File: config.mk
export PLATFORM = sky130hd
export DESIGN_NAME = bgra_anp_queue
export DESIGN_NICKNAME = d
export VERILOG_FILES = /design/src/rtl/core/bgra_anp_pkg.sv /design/src/rtl/core/bgra_anp_queue.sv
export SDC_FILE = /design/constraint.sdc
export NUM_CORES = 1
export LEC_CHECK = 0
export BUFFER_PORTS_ARGS = -buffer_cell sky130_fd_sc_hd__buf_2
export CORE_ASPECT_RATIO = 0.75
export CORE_MARGIN = 1
export CORE_UTILIZATION = 45
export CTS_CLUSTER_DIAMETER = 150
export DETAILED_ROUTE_END_ITERATION = 8
export GPL_TIMING_DRIVEN = 0
export HOLD_SLACK_MARGIN = 0.1
export PLACE_DENSITY = 0.65
export SYNTH_ARGS = -nofsm -noshare
export SYNTH_HDL_FRONTEND = slang
export SYNTH_SLANG_ARGS = --single-unit
export TNS_END_PERCENT = 20
File: constraint.sdc
create_clock -name clk_i -period 3.4 [get_ports clk_i]
set_clock_uncertainty 0.1 [all_clocks]
set_input_delay 0.68 -clock clk_i [delete_from_list [all_inputs] [get_ports clk_i]]
set_output_delay 0.68 -clock clk_i [all_outputs]
set_load 0.01 [all_outputs]
File: src/rtl/core/bgra_anp_pkg.sv
// ----------------------------------------------------------------------------
// bgra_anp_pkg
// Shared types and constants for the bgra alpha normalize / premultiply block.
// ----------------------------------------------------------------------------
package bgra_anp_pkg;

  localparam int unsigned MaxPixels = 262144;
  localparam int unsigned IdxW      = $clog2(MaxPixels);
  localparam int unsigned DimW      = 10;
  localparam int unsigned LimW      = 2 * DimW;
  localparam int unsigned CfgIdxW   = 2;
  localparam int unsigned QDepth    = 4;
  localparam int unsigned QPtrW     = $clog2(QDepth);

  localparam logic [DimW-1:0] DimLimit  = DimW'(512);
  localparam logic [7:0]      AlphaFull = 8'hFF;

  typedef enum logic [1:0] {
    OP_START = 2'd0,
    OP_LOAD  = 2'd1,
    OP_READ  = 2'd2,
    OP_NONE  = 2'd3
  } op_e;

  typedef enum logic [1:0] {
    MODE_FORCED = 2'd0,
    MODE_OPAQUE = 2'd1,
    MODE_PREMUL = 2'd2,
    MODE_SCALED = 2'd3
  } mode_e;

  typedef enum logic [CfgIdxW-1:0] {
    REG_WIDTH  = 2'd0,
    REG_HEIGHT = 2'd1
  } reg_idx_e;

  typedef enum logic [1:0] {
    CMD_WRITE = 2'd0,
    CMD_READ  = 2'd1,
    CMD_ERR   = 2'd2
  } cmd_kind_e;

  typedef enum logic [1:0] {
    BK_IDLE,
    BK_READ,
    BK_MUL,
    BK_OUT
  } back_state_e;

  typedef struct packed {
    op_e             opcode;
    logic [IdxW-1:0] pixel_index;
    logic [31:0]     pixel_in;
  } in_item_t;

  typedef struct packed {
    logic [31:0] pixel_out;
    mode_e       alpha_mode;
    logic        index_error;
  } out_item_t;

  typedef struct packed {
    cmd_kind_e       kind;
    mode_e           mode;
    logic [IdxW-1:0] index;
    logic [31:0]     pixel;
  } cmd_t;

  // queue status seen by the front and the back
  typedef struct packed {
    logic full;
    logic valid;
  } q_stat_t;

endpackage

File: src/rtl/core/bgra_anp_queue.sv
// ----------------------------------------------------------------------------
// bgra_anp_queue
// Small in-order command queue between the front and the back end.
// ----------------------------------------------------------------------------
module bgra_anp_queue (
  input  logic                  clk_i,
  input  logic                  rst_ni,
  input  logic                  push_i,
  input  bgra_anp_pkg::cmd_t    cmd_i,
  input  logic                  pop_i,
  output bgra_anp_pkg::cmd_t    cmd_o,
  output bgra_anp_pkg::q_stat_t stat_o
);
  import bgra_anp_pkg::*;

  cmd_t             entry_q [QDepth];
  logic [QPtrW-1:0] wr_ptr_q, rd_ptr_q;
  logic [QPtrW:0]   count_q;

  assign stat_o.full  = (count_q == (QPtrW+1)'(QDepth));
  assign stat_o.valid = (count_q != '0);
  assign cmd_o        = entry_q[rd_ptr_q];

  always_ff @(posedge clk_i) begin
    if (push_i) entry_q[wr_ptr_q] <= cmd_i;
  end

  always_ff @(posedge clk_i or negedge rst_ni) begin
    if (!rst_ni) begin
      wr_ptr_q <= '0;
      rd_ptr_q <= '0;
      count_q  <= '0;
    end else begin
      if (push_i) wr_ptr_q <= wr_ptr_q + 1'b1;
      if (pop_i)  rd_ptr_q <= rd_ptr_q + 1'b1;
      unique case ({push_i, pop_i})
        2'b10:   count_q <= count_q + 1'b1;
        2'b01:   count_q <= count_q - 1'b1;
        default: ;
      endcase
    end
  end

`ifndef NO_ASSERTIONS
  a_no_push_full: assert property (@(posedge clk_i) disable iff (!rst_ni)
    stat_o.full |-> !push_i) else $error("push into a full queue");
  a_no_pop_empty: assert property (@(posedge clk_i) disable iff (!rst_ni)
    pop_i |-> stat_o.valid) else $error("pop from an empty queue");
  a_count_range: assert property (@(posedge clk_i) disable iff (!rst_ni)
    count_q <= (QPtrW+1)'(QDepth)) else $error("queue count out of range");
`endif

endmodule

== Word level (Yosys, flattened, before mapping) ==
Memories as Yosys holds them, arrays and structs flattened.
Index checks and enable logic that the tools add are counted.

* Add/sub/neg operators: 4
* Reductions and logical operators: 2
* Muxes and demuxes: 3
* Eq/ne operators: 3

{| class="wikitable"
|+ Operators by type and width
! kind !! count
|-
| 3-bit one-hot mux with 2 select lines || 1
|-
| 2-bit by 1-bit adder with 2-bit output (second input constant) || 2
|-
| 3-bit by 1-bit adder with 3-bit output (second input constant) || 1
|-
| 3-bit == test (second input constant) || 1
|-
| 3-bit nonzero test || 1
|-
| 3-bit by 1-bit subtractor with 3-bit output (second input constant) || 1
|-
| 2-bit by 1-bit == test with 1-bit output (second input constant) || 1
|-
| 2-bit == test (second input constant) || 1
|-
| 1-bit two-way mux || 2
|-
| 2-bit nonzero test || 1
|}

* Logic and storage cells: 16
* Bits in writable memories: 216
* Output and inout port bits: 56
* Register bits: 7
* Memories kept: 1

{| class="wikitable"
|+ Memory list
! memory !! depth !! width !! rd ports !! clocked after Yosys merged registers in !! wr ports !! RTL line !! RTL
|-
| entry_q || 4 || 54 || 1 || 0 || 1 || bgra_anp_queue.sv:16 || <nowiki>cmd_t entry_q [QDepth];</nowiki>
|}

== Depth between registers and ports, before layout ==
* Word-level depth: 2
* Mapped depth: 7
* Depth with buffers taken out: 7

== Worst setup path after synthesis ==
OpenSTA, ideal clock, no wires.

* Kind: in2reg
* Start point: input port push_i
* End point: memory entry_q[0][0] in the netlist's numbering (enable)
* Library setup time: 0.417 ns
* Data required time: 2.883 ns
* Setup slack: 0.919 ns
* Data arrival time: 1.964 ns
* Stages: 1
* Cells stage by stage: and2_1

* Longest elaborated chain between the ends: 2

{| class="wikitable"
|+ RTL lines
! item !! RTL line !! RTL
|-
| start: declaration || bgra_anp_queue.sv:8 || <nowiki>input logic push_i,</nowiki>
|-
| 1-bit two-way mux || bgra_anp_queue.sv:25 || <nowiki>if (push_i) entry_q[wr_ptr_q] <= cmd_i;</nowiki>
|-
| 1-bit two-way mux (not written as such) || bgra_anp_queue.sv:25 ||
|-
| end: declaration || bgra_anp_queue.sv:16 ||
|}

Every way passes these cells.

==> metrics.txt <==
outcome completed; Die W 158 um; initial DRC count approximately 170; clock share of power 26.1%; max frequency roughly 360 MHz; clock transition at the registers of the reported paths 0.06 ns; Slew Limit Headroom 42.3%; io pins 114; GR Overflow Total 0; # DRC 0; unrepaired setup endpoints after global routing false; Post-Syn Area between 8000 and 9000 sq um; Starting Density a little under half; via count 3641; Cell Pwr Density 856 nW/um^2; vias in the first global route just under 4000; root buf cell clkbuf_16; worst hold path class in -> reg; net count after synthesis 382; final setup margin 0.634 ns; initial antenna violation count 1; Critical Path Fanout Max 10; Primary FF master, synth edfxtp_1; Sw Ratio 28.5%; critical path type reg -> out; post-place setup slack ~1.1 ns; Longest Clk Path Bufs 3; Final ANT Viol Nets 0; vias per cell 5.11; pin count of the biggest net entering global routing 55; Buffers on Ports 113; die area between 15000 and 20000 sq um; Synth cell types 18; leakage power 3.36 nW; fin crit period 2.77 ns; Worst path most repeated cell buf_6; Layout Nets between 500 and 600; setup violators final 0; total CTS buffers 22; Post-synth EDFFs approximately 220; Core Footprint 17700 sq um; Crit path required time 2.62 ns; Crit. End Element output port; Startpoint Class flop; period utilization 81.4%; Post-Synthesis Cells 318; per-cell routed wire length roughly 20 um; Commonest cells post-synth 216 x edfxtp_1, 54 x mux4_2, 7 x dfrtp_1; post-DP HPWL around 8000 um; CTS tree built; Synth warnings 0; htree depth 1; top cell type's share of synthesized area 79.2%; GPL Wtd Cong approximately 0.72; clock sinks 223; P&R area growth vs syn 18.6%; Max Cap Viol 0; Fin. Hold Viols 0; crit-path cells buf_6 > buf_6 > mux4_2 > buf_2; Worst-Margin Slew 0.866 ns; GRT Total Usage 15.7%; syn_area_per_cell 25.8 sq um; Int Pwr between 5 and 6 mW; slowest cell delay on critical path ~0.54 ns; post-synthesis register bit count 223; top-count cell post-synth edfxtp_1; share of layout cells above drive strength 1 45.0%; Post-CTS Resized 0; Clock Latency Late Sink 0.49 ns; Comb pwr share a little under 30%; final core occ a little over half; cts-stage hold buffer count 1; maximum VDD drop roughly 420 uV; final wirelength 14000 um; # rows 42; Final Max Tran Viols 0; Critical-path top delay cell mux4_2; Psw 2.37 mW; WP data arrival 1.99 ns; DR pass1 iterations 4; top cells by area, synth edfxtp_1 79%, mux4_2 15%, dfrtp_1 2.1%; postcts setup bufs 0; largest area contributor in the netlist edfxtp_1; sequential share of power 44.7%; Async S/R FF share, synth 3.14%; Seq/Total Area, Yosys 81.3%; die height 119 um; global-route wire length before repair ~22000 um
routing by layer:
metal  share of wire [%]  global-route usage (%)  wire length (um)  vias up
met5               0.071                       0                10        -
met4                 1.9                    3.82               262        2
met3                 7.6                    5.13              1070       29
met2                  47                    24.8              6580      104
met1                  44                    21.2              6120     1879
li1                    -                       -                 -     1627
kinds of logic after synthesis:
| kind of cell | Yosys count | share of synthesized area (%) |
|---|---|---|
| buffers and inverters | 18 | 1.42 |
| flip-flops | 223 | 81.3 |
| AND/OR/NAND/NOR | 9 | 0.596 |
| AO/OA/AOI/OAI | 1 | 0.0610 |
| multiplexers | 55 | 15.0 |
| XOR/XNOR | 6 | 0.641 |
| adder cells (fa/ha/maj) | 6 | 1.01 |
power by group through the flow:
stage,clock network [mW],registers (mW),logic [mW]
3_3_place_gp,0,3.79,2.44
5_1_grt,2.33,3.76,2.66
2_1_floorplan,0,3.75,1.62
4_1_cts,2.22,3.73,2.50
3_5_place_dp,0,3.78,2.49
6_report,2.17,3.72,2.42
area by class of cell:
cell class              instances  area (sq um)
diodes                          1          2.50
plain buffers                  12          93.8
multi-input cells              77          1430
clock buffers                  25           583
clock inverters                12          53.8
inverters                       6          22.5
fillers                      1354          7990
repair buffers                114           576
flip-flops and latches        223          6660
well taps                     242           303
stage by stage:
step / TNS (ns) / instances / cell area (sq um) / hold WS, ns / power (mW)
finish: 0 / 712 / 9720 / 0.295 / 8.32
global route: 0 / 711 / 9720 / 0.272 / 8.76
CTS: 0 / 711 / 9720 / 0.275 / 8.45
detailed placement: 0 / 673 / 9070 / 0.375 / 6.27
global placement: -41.92 / 673 / 9060 / 0.366 / 6.23
floorplan: 0 / 318 / 8190 / 0.284 / 5.38
path summary, 6_finish.rpt:
check	start	end	slack [ns]	cells past startpoint
setup reg to reg	wr_ptr_q[1]	entry_q[1][14]	1.50	3
hold / removal	cmd_i[48]	entry_q[2][48]	0.29	1
max in group asynchronous	rst_ni	rd_ptr_q[1]	2.59	2
setup / recovery	rd_ptr_q[0]	cmd_o[31]	0.63	4
min in group asynchronous	rst_ni	wr_ptr_q[0]	0.45	2
hold reg to reg	count_q[2]	count_q[2]	0.39	1
flip-flops by register name, summed over array words and instances, names as in the netlist:
name / flops
entry_q: 216
count_q: 3
rd_ptr_q: 2
wr_ptr_q: 2
critical path: cells and delay by family (launching register included):
family | cells | cell delay (ns)
mux | 1 | 0.54
flops | 1 | 0.37
buf+inv | 3 | 0.58
cell usage in the layout (no fill, tap or decap), types with 2 or more instances in the layout:
master / Yosys / layout
and2_4: 0 / 4
nand2_1: 2 / 2
ha_1: 5 / 5
dfrtp_1: 7 / 7
clkinv_1: 0 / 7
clkbuf_16: 0 / 23
clkinv_2: 0 / 4
buf_6: 5 / 5
clkbuf_1: 0 / 2
inv_1: 6 / 6
buf_2: 6 / 119
mux4_2: 54 / 54
edfxtp_1: 216 / 216
xor2_1: 4 / 4
xnor2_1: 2 / 2
Power figures use the tool's default switching activity.
