**config.mk**
```make
export PLATFORM = sky130hd
export DESIGN_NAME = bgra_anp_front
export DESIGN_NICKNAME = d
export VERILOG_FILES = /design/src/rtl/core/bgra_anp_pkg.sv /design/src/rtl/core/bgra_anp_front.sv
export SDC_FILE = /design/constraint.sdc
export NUM_CORES = 1
export LEC_CHECK = 0
export ABC_CLOCK_PERIOD_IN_PS = 6790
export BUFFER_PORTS_ARGS = -buffer_cell sky130_fd_sc_hd__buf_2
export CAP_MARGIN = 10
export CORE_ASPECT_RATIO = 0.75
export CORE_MARGIN = 8
export CORE_UTILIZATION = 52
export CTS_CLUSTER_SIZE = 30
export DETAILED_ROUTE_END_ITERATION = 7
export GPL_TIMING_DRIVEN = 0
export PLACE_DENSITY = 0.92
export SYNTH_ARGS = -nofsm -noshare
export SYNTH_HDL_FRONTEND = slang
export SYNTH_SLANG_ARGS = --single-unit
```
**constraint.sdc**
```tcl
create_clock -name clk_i -period 6.79 [get_ports clk_i]
set_clock_uncertainty 0.1 [all_clocks]
set_input_delay 0 -clock clk_i [delete_from_list [all_inputs] [get_ports clk_i]]
set_output_delay 0 -clock clk_i [all_outputs]
set_load 0.05 [all_outputs]
```
**src/rtl/core/bgra_anp_pkg.sv**
```systemverilog
// ----------------------------------------------------------------------------
// bgra_anp_pkg
// Shared types and constants for the bgra alpha normalize / premultiply block.
// ----------------------------------------------------------------------------
package bgra_anp_pkg;

  localparam int unsigned MaxPixels = 262144;
  localparam int unsigned IdxW      = $clog2(MaxPixels);
  localparam int unsigned DimW      = 10;
  localparam int unsigned LimW      = 2 * DimW;
  localparam int unsigned CfgIdxW   = 2;
  localparam int unsigned QDepth    = 4;
  localparam int unsigned QPtrW     = $clog2(QDepth);

  localparam logic [DimW-1:0] DimLimit  = DimW'(512);
  localparam logic [7:0]      AlphaFull = 8'hFF;

  typedef enum logic [1:0] {
    OP_START = 2'd0,
    OP_LOAD  = 2'd1,
    OP_READ  = 2'd2,
    OP_NONE  = 2'd3
  } op_e;

  typedef enum logic [1:0] {
    MODE_FORCED = 2'd0,
    MODE_OPAQUE = 2'd1,
    MODE_PREMUL = 2'd2,
    MODE_SCALED = 2'd3
  } mode_e;

  typedef enum logic [CfgIdxW-1:0] {
    REG_WIDTH  = 2'd0,
    REG_HEIGHT = 2'd1
  } reg_idx_e;

  typedef enum logic [1:0] {
    CMD_WRITE = 2'd0,
    CMD_READ  = 2'd1,
    CMD_ERR   = 2'd2
  } cmd_kind_e;

  typedef enum logic [1:0] {
    BK_IDLE,
    BK_READ,
    BK_MUL,
    BK_OUT
  } back_state_e;

  typedef struct packed {
    op_e             opcode;
    logic [IdxW-1:0] pixel_index;
    logic [31:0]     pixel_in;
  } in_item_t;

  typedef struct packed {
    logic [31:0] pixel_out;
    mode_e       alpha_mode;
    logic        index_error;
  } out_item_t;

  typedef struct packed {
    cmd_kind_e       kind;
    mode_e           mode;
    logic [IdxW-1:0] index;
    logic [31:0]     pixel;
  } cmd_t;

  // queue status seen by the front and the back
  typedef struct packed {
    logic full;
    logic valid;
  } q_stat_t;

endpackage

```
**src/rtl/core/bgra_anp_front.sv**
```systemverilog
// ----------------------------------------------------------------------------
// bgra_anp_front
// Takes input items, checks the index, keeps the whole-image alpha flags and
// turns each load or read item into a command for the back end.
// ----------------------------------------------------------------------------
module bgra_anp_front (
  input  logic                                clk_i,
  input  logic                                rst_ni,
  input  logic                                in_valid_i,
  output logic                                in_ready_o,
  input  bgra_anp_pkg::in_item_t              in_i,
  input  logic                                cfg_valid_i,
  output logic                                cfg_ready_o,
  input  logic [bgra_anp_pkg::CfgIdxW-1:0]    cfg_index_i,
  input  logic [bgra_anp_pkg::DimW-1:0]       cfg_data_i,
  input  bgra_anp_pkg::q_stat_t               q_stat_i,
  output logic                                push_o,
  output bgra_anp_pkg::cmd_t                  cmd_o
);
  import bgra_anp_pkg::*;

  logic [DimW-1:0] width_q, height_q;
  logic            seen_nz_q, seen_nz_d;
  logic            all_full_q, all_full_d;
  logic            exceeds_q, exceeds_d;
  logic [DimW-1:0] w_sat, h_sat;
  logic [LimW-1:0] limit;
  logic            bad_idx;
  logic            accept;
  logic [7:0]      a_in;
  mode_e           cur_mode;

  assign cfg_ready_o = 1'b1;
  assign in_ready_o  = !q_stat_i.full;
  assign accept      = in_valid_i && in_ready_o;

  always_ff @(posedge clk_i or negedge rst_ni) begin
    if (!rst_ni) begin
      width_q  <= DimLimit;
      height_q <= DimLimit;
    end else if (cfg_valid_i) begin
      if (cfg_index_i == REG_WIDTH)  width_q  <= cfg_data_i;
      if (cfg_index_i == REG_HEIGHT) height_q <= cfg_data_i;
    end
  end

  assign w_sat   = (width_q  > DimLimit) ? DimLimit : width_q;
  assign h_sat   = (height_q > DimLimit) ? DimLimit : height_q;
  assign limit   = LimW'(w_sat) * LimW'(h_sat);
  assign bad_idx = {{(LimW-IdxW){1'b0}}, in_i.pixel_index} >= limit;
  assign a_in    = in_i.pixel_in[31:24];

  always_comb begin
    priority if (!seen_nz_q) cur_mode = MODE_FORCED;
    else if (all_full_q)     cur_mode = MODE_OPAQUE;
    else if (!exceeds_q)     cur_mode = MODE_PREMUL;
    else                     cur_mode = MODE_SCALED;
  end

  always_comb begin
    seen_nz_d   = seen_nz_q;
    all_full_d  = all_full_q;
    exceeds_d   = exceeds_q;
    push_o      = 1'b0;
    cmd_o.kind  = CMD_ERR;
    cmd_o.mode  = cur_mode;
    cmd_o.index = in_i.pixel_index;
    cmd_o.pixel = in_i.pixel_in;
    if (accept) begin
      unique case (in_i.opcode)
        OP_START: begin
          seen_nz_d  = 1'b0;
          all_full_d = 1'b1;
          exceeds_d  = 1'b0;
        end
        OP_LOAD: begin
          push_o = 1'b1;
          if (bad_idx) begin
            cmd_o.kind = CMD_ERR;
          end else begin
            cmd_o.kind = CMD_WRITE;
            if (a_in != 8'd0)     seen_nz_d  = 1'b1;
            if (a_in != AlphaFull) all_full_d = 1'b0;
            if (in_i.pixel_in[7:0] > a_in || in_i.pixel_in[15:8] > a_in ||
                in_i.pixel_in[23:16] > a_in) exceeds_d = 1'b1;
          end
        end
        OP_READ: begin
          push_o     = 1'b1;
          cmd_o.kind = bad_idx ? CMD_ERR : CMD_READ;
        end
        OP_NONE: ;
      endcase
    end
  end

  always_ff @(posedge clk_i or negedge rst_ni) begin
    if (!rst_ni) begin
      seen_nz_q  <= 1'b0;
      all_full_q <= 1'b1;
      exceeds_q  <= 1'b0;
    end else begin
      seen_nz_q  <= seen_nz_d;
      all_full_q <= all_full_d;
      exceeds_q  <= exceeds_d;
    end
  end

endmodule

```
Word level (Yosys, flattened, before mapping)
Cells that the tools add are included.
{"block": "classes", "n_mul": 1, "n_lt_le_gt_ge": 6, "eq_ne": 8, "mux": 20, "reduce_logical": 14}
{"cell": "$gt A8 B8 Y1", "n": 3}
{"cell": "$ge A18 B20 Y1", "n": 1}
{"cell": "$gt A10 B10 Y1 const B", "n": 2}
{"cell": "$mul A10 B10 Y20", "n": 1}
{"cell": "$mux W10", "n": 2}
{"cell": "$reduce_and A4 Y1", "n": 3}
{"cell": "$mux W2", "n": 5}
{"cell": "$mux W1", "n": 9}
{"cell": "$ne A2 B2 Y1 const B", "n": 4}
{"cell": "$ne A8 B8 Y1 const B", "n": 1}
{"cell": "$reduce_bool A8 Y1", "n": 1}
{"cell": "$pmux W1 S2", "n": 3}
{"cell": "$eq A2 B1 Y1 const B", "n": 2}
{"cell": "$logic_not A2 Y1", "n": 2}
{"cell": "$pmux W2 S2", "n": 1}
{"cell": "$reduce_and A2 Y1", "n": 2}
{"cell": "$eq A2 B2 Y1 const B", "n": 1}
{"cell": "$logic_or A1 B1 Y1", "n": 2}
{"cell": "$reduce_bool A2 Y1", "n": 1}
{"cell": "$reduce_or A2 Y1", "n": 1}
{"cell": "$logic_and A1 B1 Y1", "n": 1}
{"cell": "$logic_not A1 Y1", "n": 1}
{"block": "totals", "reg_bits": 23, "wordCells": 54}

Logic depth before layout (Yosys ltp)
{"block": "depth", "ltp_word": 7, "mapped_depth": 30, "depth_no_buf": 29}

Worst setup path after synthesis
OpenSTA, ideal clock, no wires.
{"block": "synth_timing", "kind": "reg2out", "from": "reg height_q[2]", "to": "out cmd_o[53] in the netlist's numbering", "t_arrival_ns": 7.645, "required_ns": 6.690, "slack_ns": -0.955, "stages_incl_launch_ff": 30, "cell_sequence": "dfrtp_1 nor4_1 nand2_1 o41ai_1 and2_0 clkbuf_1 nand2_1 fa_1 inv_1 fa_1 inv_1 fa_1 inv_1 fa_1 inv_1 fa_1 inv_1 ha_1 nand3_1 a211oi_1 or3_1 a21oi_1 xor2_1 ha_1 nand4_1 nor4_1 o41ai_1 a21oi_1 o211ai_1 o21ai_0"}
{"element": "start, declared", "line_no": "bgra_anp_front.sv:22", "rtl": "logic [DimW-1:0] width_q, height_q;"}
{"element": "start signal, assigned", "line_no": "bgra_anp_front.sv:40", "rtl": "height_q <= DimLimit;"}
{"element": "start signal, assigned", "line_no": "bgra_anp_front.sv:43", "rtl": "if (cfg_index_i == REG_HEIGHT) height_q <= cfg_data_i;"}
{"element": "end, declared", "line_no": "bgra_anp_front.sv:18", "rtl": "output bgra_anp_pkg::cmd_t cmd_o"}

==> results by group <==
Routing
  • Post-route ant nets: 0
  • Drc violations: 0
  • Initial drt markers: 362
  • First-pass DRT Iterations: 4
  • Vias per cell: 5.36
  • Detailed-route wire length: 14600 um
  • Per-cell routed wire length: 15.3 um
  • Routed vias: 5131

Worst setup path
  • Arrival time at the worst endpoint: 7.34 ns
  • WP data required: 6.69 ns
  • WS Path Type: flip-flop to output port
  • Crit path largest cell delay: 0.54 ns
  • Worst Setup SP: height_q[2]
  • CP top delay family: adder cells
  • CP Launch Type: flip-flop
  • CP Buf/Inv Count: 8
  • Worst r2r src: height_q[2]
  • Worst setup EP type: output port
  • Slowest-stage cell, CP: fa_1
  • Most used cell, CP: fa_1
  • Critical path peak fanout: 7

GRT
  • Largest net degree at the start of global routing: 24
  • First-pass GRT wire length: 24200 um
  • GRT overflow: 0
  • Antenna violations before repair: 0
  • Global Route Usage Sum: 19.8%
  • Vias in the first global route: 5159

Placed design
  • Final HPWL DP: 12200 um
  • Placed Instance Area: 6590 sq um
  • Routability cong.: 0.992
  • # port buffers: 124
  • Placed Cells: 933

STA
  • Final worst path period need: 7.44 ns
  • RSZ-0062 raised after global routing: yes
  • Relative slew slack: 37.6%
  • # setup viols final: 5
  • Fin Hold WS: 0.106 ns
  • Slew @ Worst Pin: 0.913 ns
  • Slew Limit Fails: 0
  • Tcrit/Tclk final: 110%
  • Final worst slack: -0.649 ns
  • Final hold violations: 0
  • F_max: 134 MHz

Finish
  • Commonest cells after routing, fill and taps aside: buf_2 (122), ha_1 (96), inv_1 (95), nand2_1 (69), fa_1 (62)
  • Final Util: 64.7%
  • Share of layout cells above drive strength 1: 29.0%
  • Filler Cells Inserted: 857
  • Area growth syn-to-layout: 22.3%
  • Nets: 1051
  • ANT cells: 0
  • Fin area: 7000 sq um
  • Commonest non-fill, non-tap cell in the layout: buf_2
  • Final Non-Filler Cells: 958

Clock tree
  • Clk pin slew, worst setup/hold paths: 0.06 ns
  • Clock latency at the later pin of the worst-skew pair: 0.26 ns
  • Clk root buf: clkbuf_16
  • Max Root-Sink Buffers: 2
  • Clock sinks: 23
  • H-tree level count: 1
  • CTS tree: yes
  • Total CTS buffers: 3

Floorplanning
  • Die Ht: 107 um
  • Rows: 33
  • Die Width: 137 um
  • Initial core utilization: 52.9%
  • Die ar.: 14600 sq um
  • I/O pins: 127
  • Core footprint: 10800 sq um

Synthesis
  • Post-synthesis cell area: 5720 sq um
  • Synth Flop Type: dfrtp_1
  • Distinct cell type count after synthesis: 48
  • Syn Area/Cell: 8.55 sq um
  • Sequential share of the synthesized area: 10.1%
  • Share of flip-flops with an asynchronous set or reset: 100%
  • Mapped Cells: 669
  • Synth area leaders: ha_1 (22%), fa_1 (22%), dfrtp_1 (8.7%)
  • Yosys Warn Count: 0
  • Register bit total from synthesis: 23
  • Syn nets: 901
  • Synth top area share: 21.9%
  • Number of flops mapped to enable cells by yosys: 0
  • Area leader, netlist: ha_1

Hold path
  • Worst min path class: input port to flip-flop
  • Hold Crit Start: q_stat_i[1]

Status
  • Run status: finished, violations left
  • Failing checks: negative setup slack

Pwr
  • Worst vdd ir: 0.000145 V
  • Leakage power: 0.00379 uW
  • Pwr dens: 262 nW/um^2

Job
  • Max-cap viol count: 0
[timing repair]
item | in CTS | in global routing
hold buffers | 11 | 0
gates resized for setup | 20 | 7
endpoints found under the setup margin | 5 | 5
pin swaps | 14 | 2
setup buffers | 9 | 2
endpoints found under the hold margin | 43 | 0
[final timing paths]
path / slack, ns / cells after the start / end
worst max-delay path: -0.65 / 31 / cmd_o[52]
worst min-delay path: 0.11 / 4 / seen_nz_q
worst max register to register: -0.39 / 31 / seen_nz_q
worst min register to register: 0.42 / 2 / all_full_q
max in group asynchronous: 6.06 / 2 / all_full_q
min in group asynchronous: 0.16 / 2 / height_q[2]
[worst register-to-register path: cells and delay by family (launching register included)]
family	cells	cell delay, ns
buffers and inverters	8	0.68
xor gates and xnor gates	1	0.08
DFF	1	0.40
AOI/OAI and AO/OA	7	1.12
and+or+nand+nor	8	1.70
adders and majority gates	7	3.01
[per-stage QoR]
step	setup slack (ns)	setup TNS (ns)	power [uW]
2_1_floorplan	-0.00459	-0.00459	1240
4_1_cts	-0.561	-1.92	1790
3_3_place_gp	-0.937	-3.96	1500
3_5_place_dp	-1.02	-4.30	1540
6_report	-0.649	-2.37	1830
5_1_grt	-0.955	-3.93	2030
[synth_stat cells (10+ instances only)]
cell type and instances:
mux2_2 20, inv_1 96, a21oi_1 34, nor2b_1 17, buf_4 51, nand3_1 14, a21o_1 12, fa_1 62
o21ai_0 10, ha_1 100, dfrtp_1 20, nor2_1 60, xnor2_1 10, nand2_1 71
[area by class of cell]
cell class / count / area (sq um) / area share [%]
timing repair buffer: 146 / 833 / 11.9
sequential: 23 / 579 / 8.28
multi-input combinational: 490 / 4550 / 65.0
clock buffer: 4 / 78.8 / 1.13
buffer: 59 / 420 / 6.01
inverter: 96 / 360 / 5.15
tap: 140 / 175 / 2.50
[flip-flops by register name, summed over array words and instances, names as in the netlist]
register / cells
height_q: 10
width_q: 10
seen_nz_q: 1
all_full_q: 1
exceeds_q: 1
[per-layer routing]
metal / track usage (%) / routed length (um)
met5: 0 / 0
met4: 1.39 / 68
met3: 2.71 / 1210
met2: 35.1 / 7310
met1: 26.2 / 6040
[cells by family after synthesis]
kind of cell               synth area share [%]
adders and majority gates                  43.6
xor gates and xnor gates                   2.76
muxes                                      3.94
other                                    0.0656
AOI/OAI and AO/OA                          9.71
buffers and inverters                      13.6
DFF                                        10.1
and+or+nand+nor                            16.2
[power by group]
part / internal (uW) / switching [uW] / total (uW)
combinational: 623 / 875 / 1500
sequential: 168 / 37.2 / 206
clock: 80.2 / 48.9 / 129
total: 872 / 961 / 1830
Note: power is estimated with default switching activity, not from simulation.
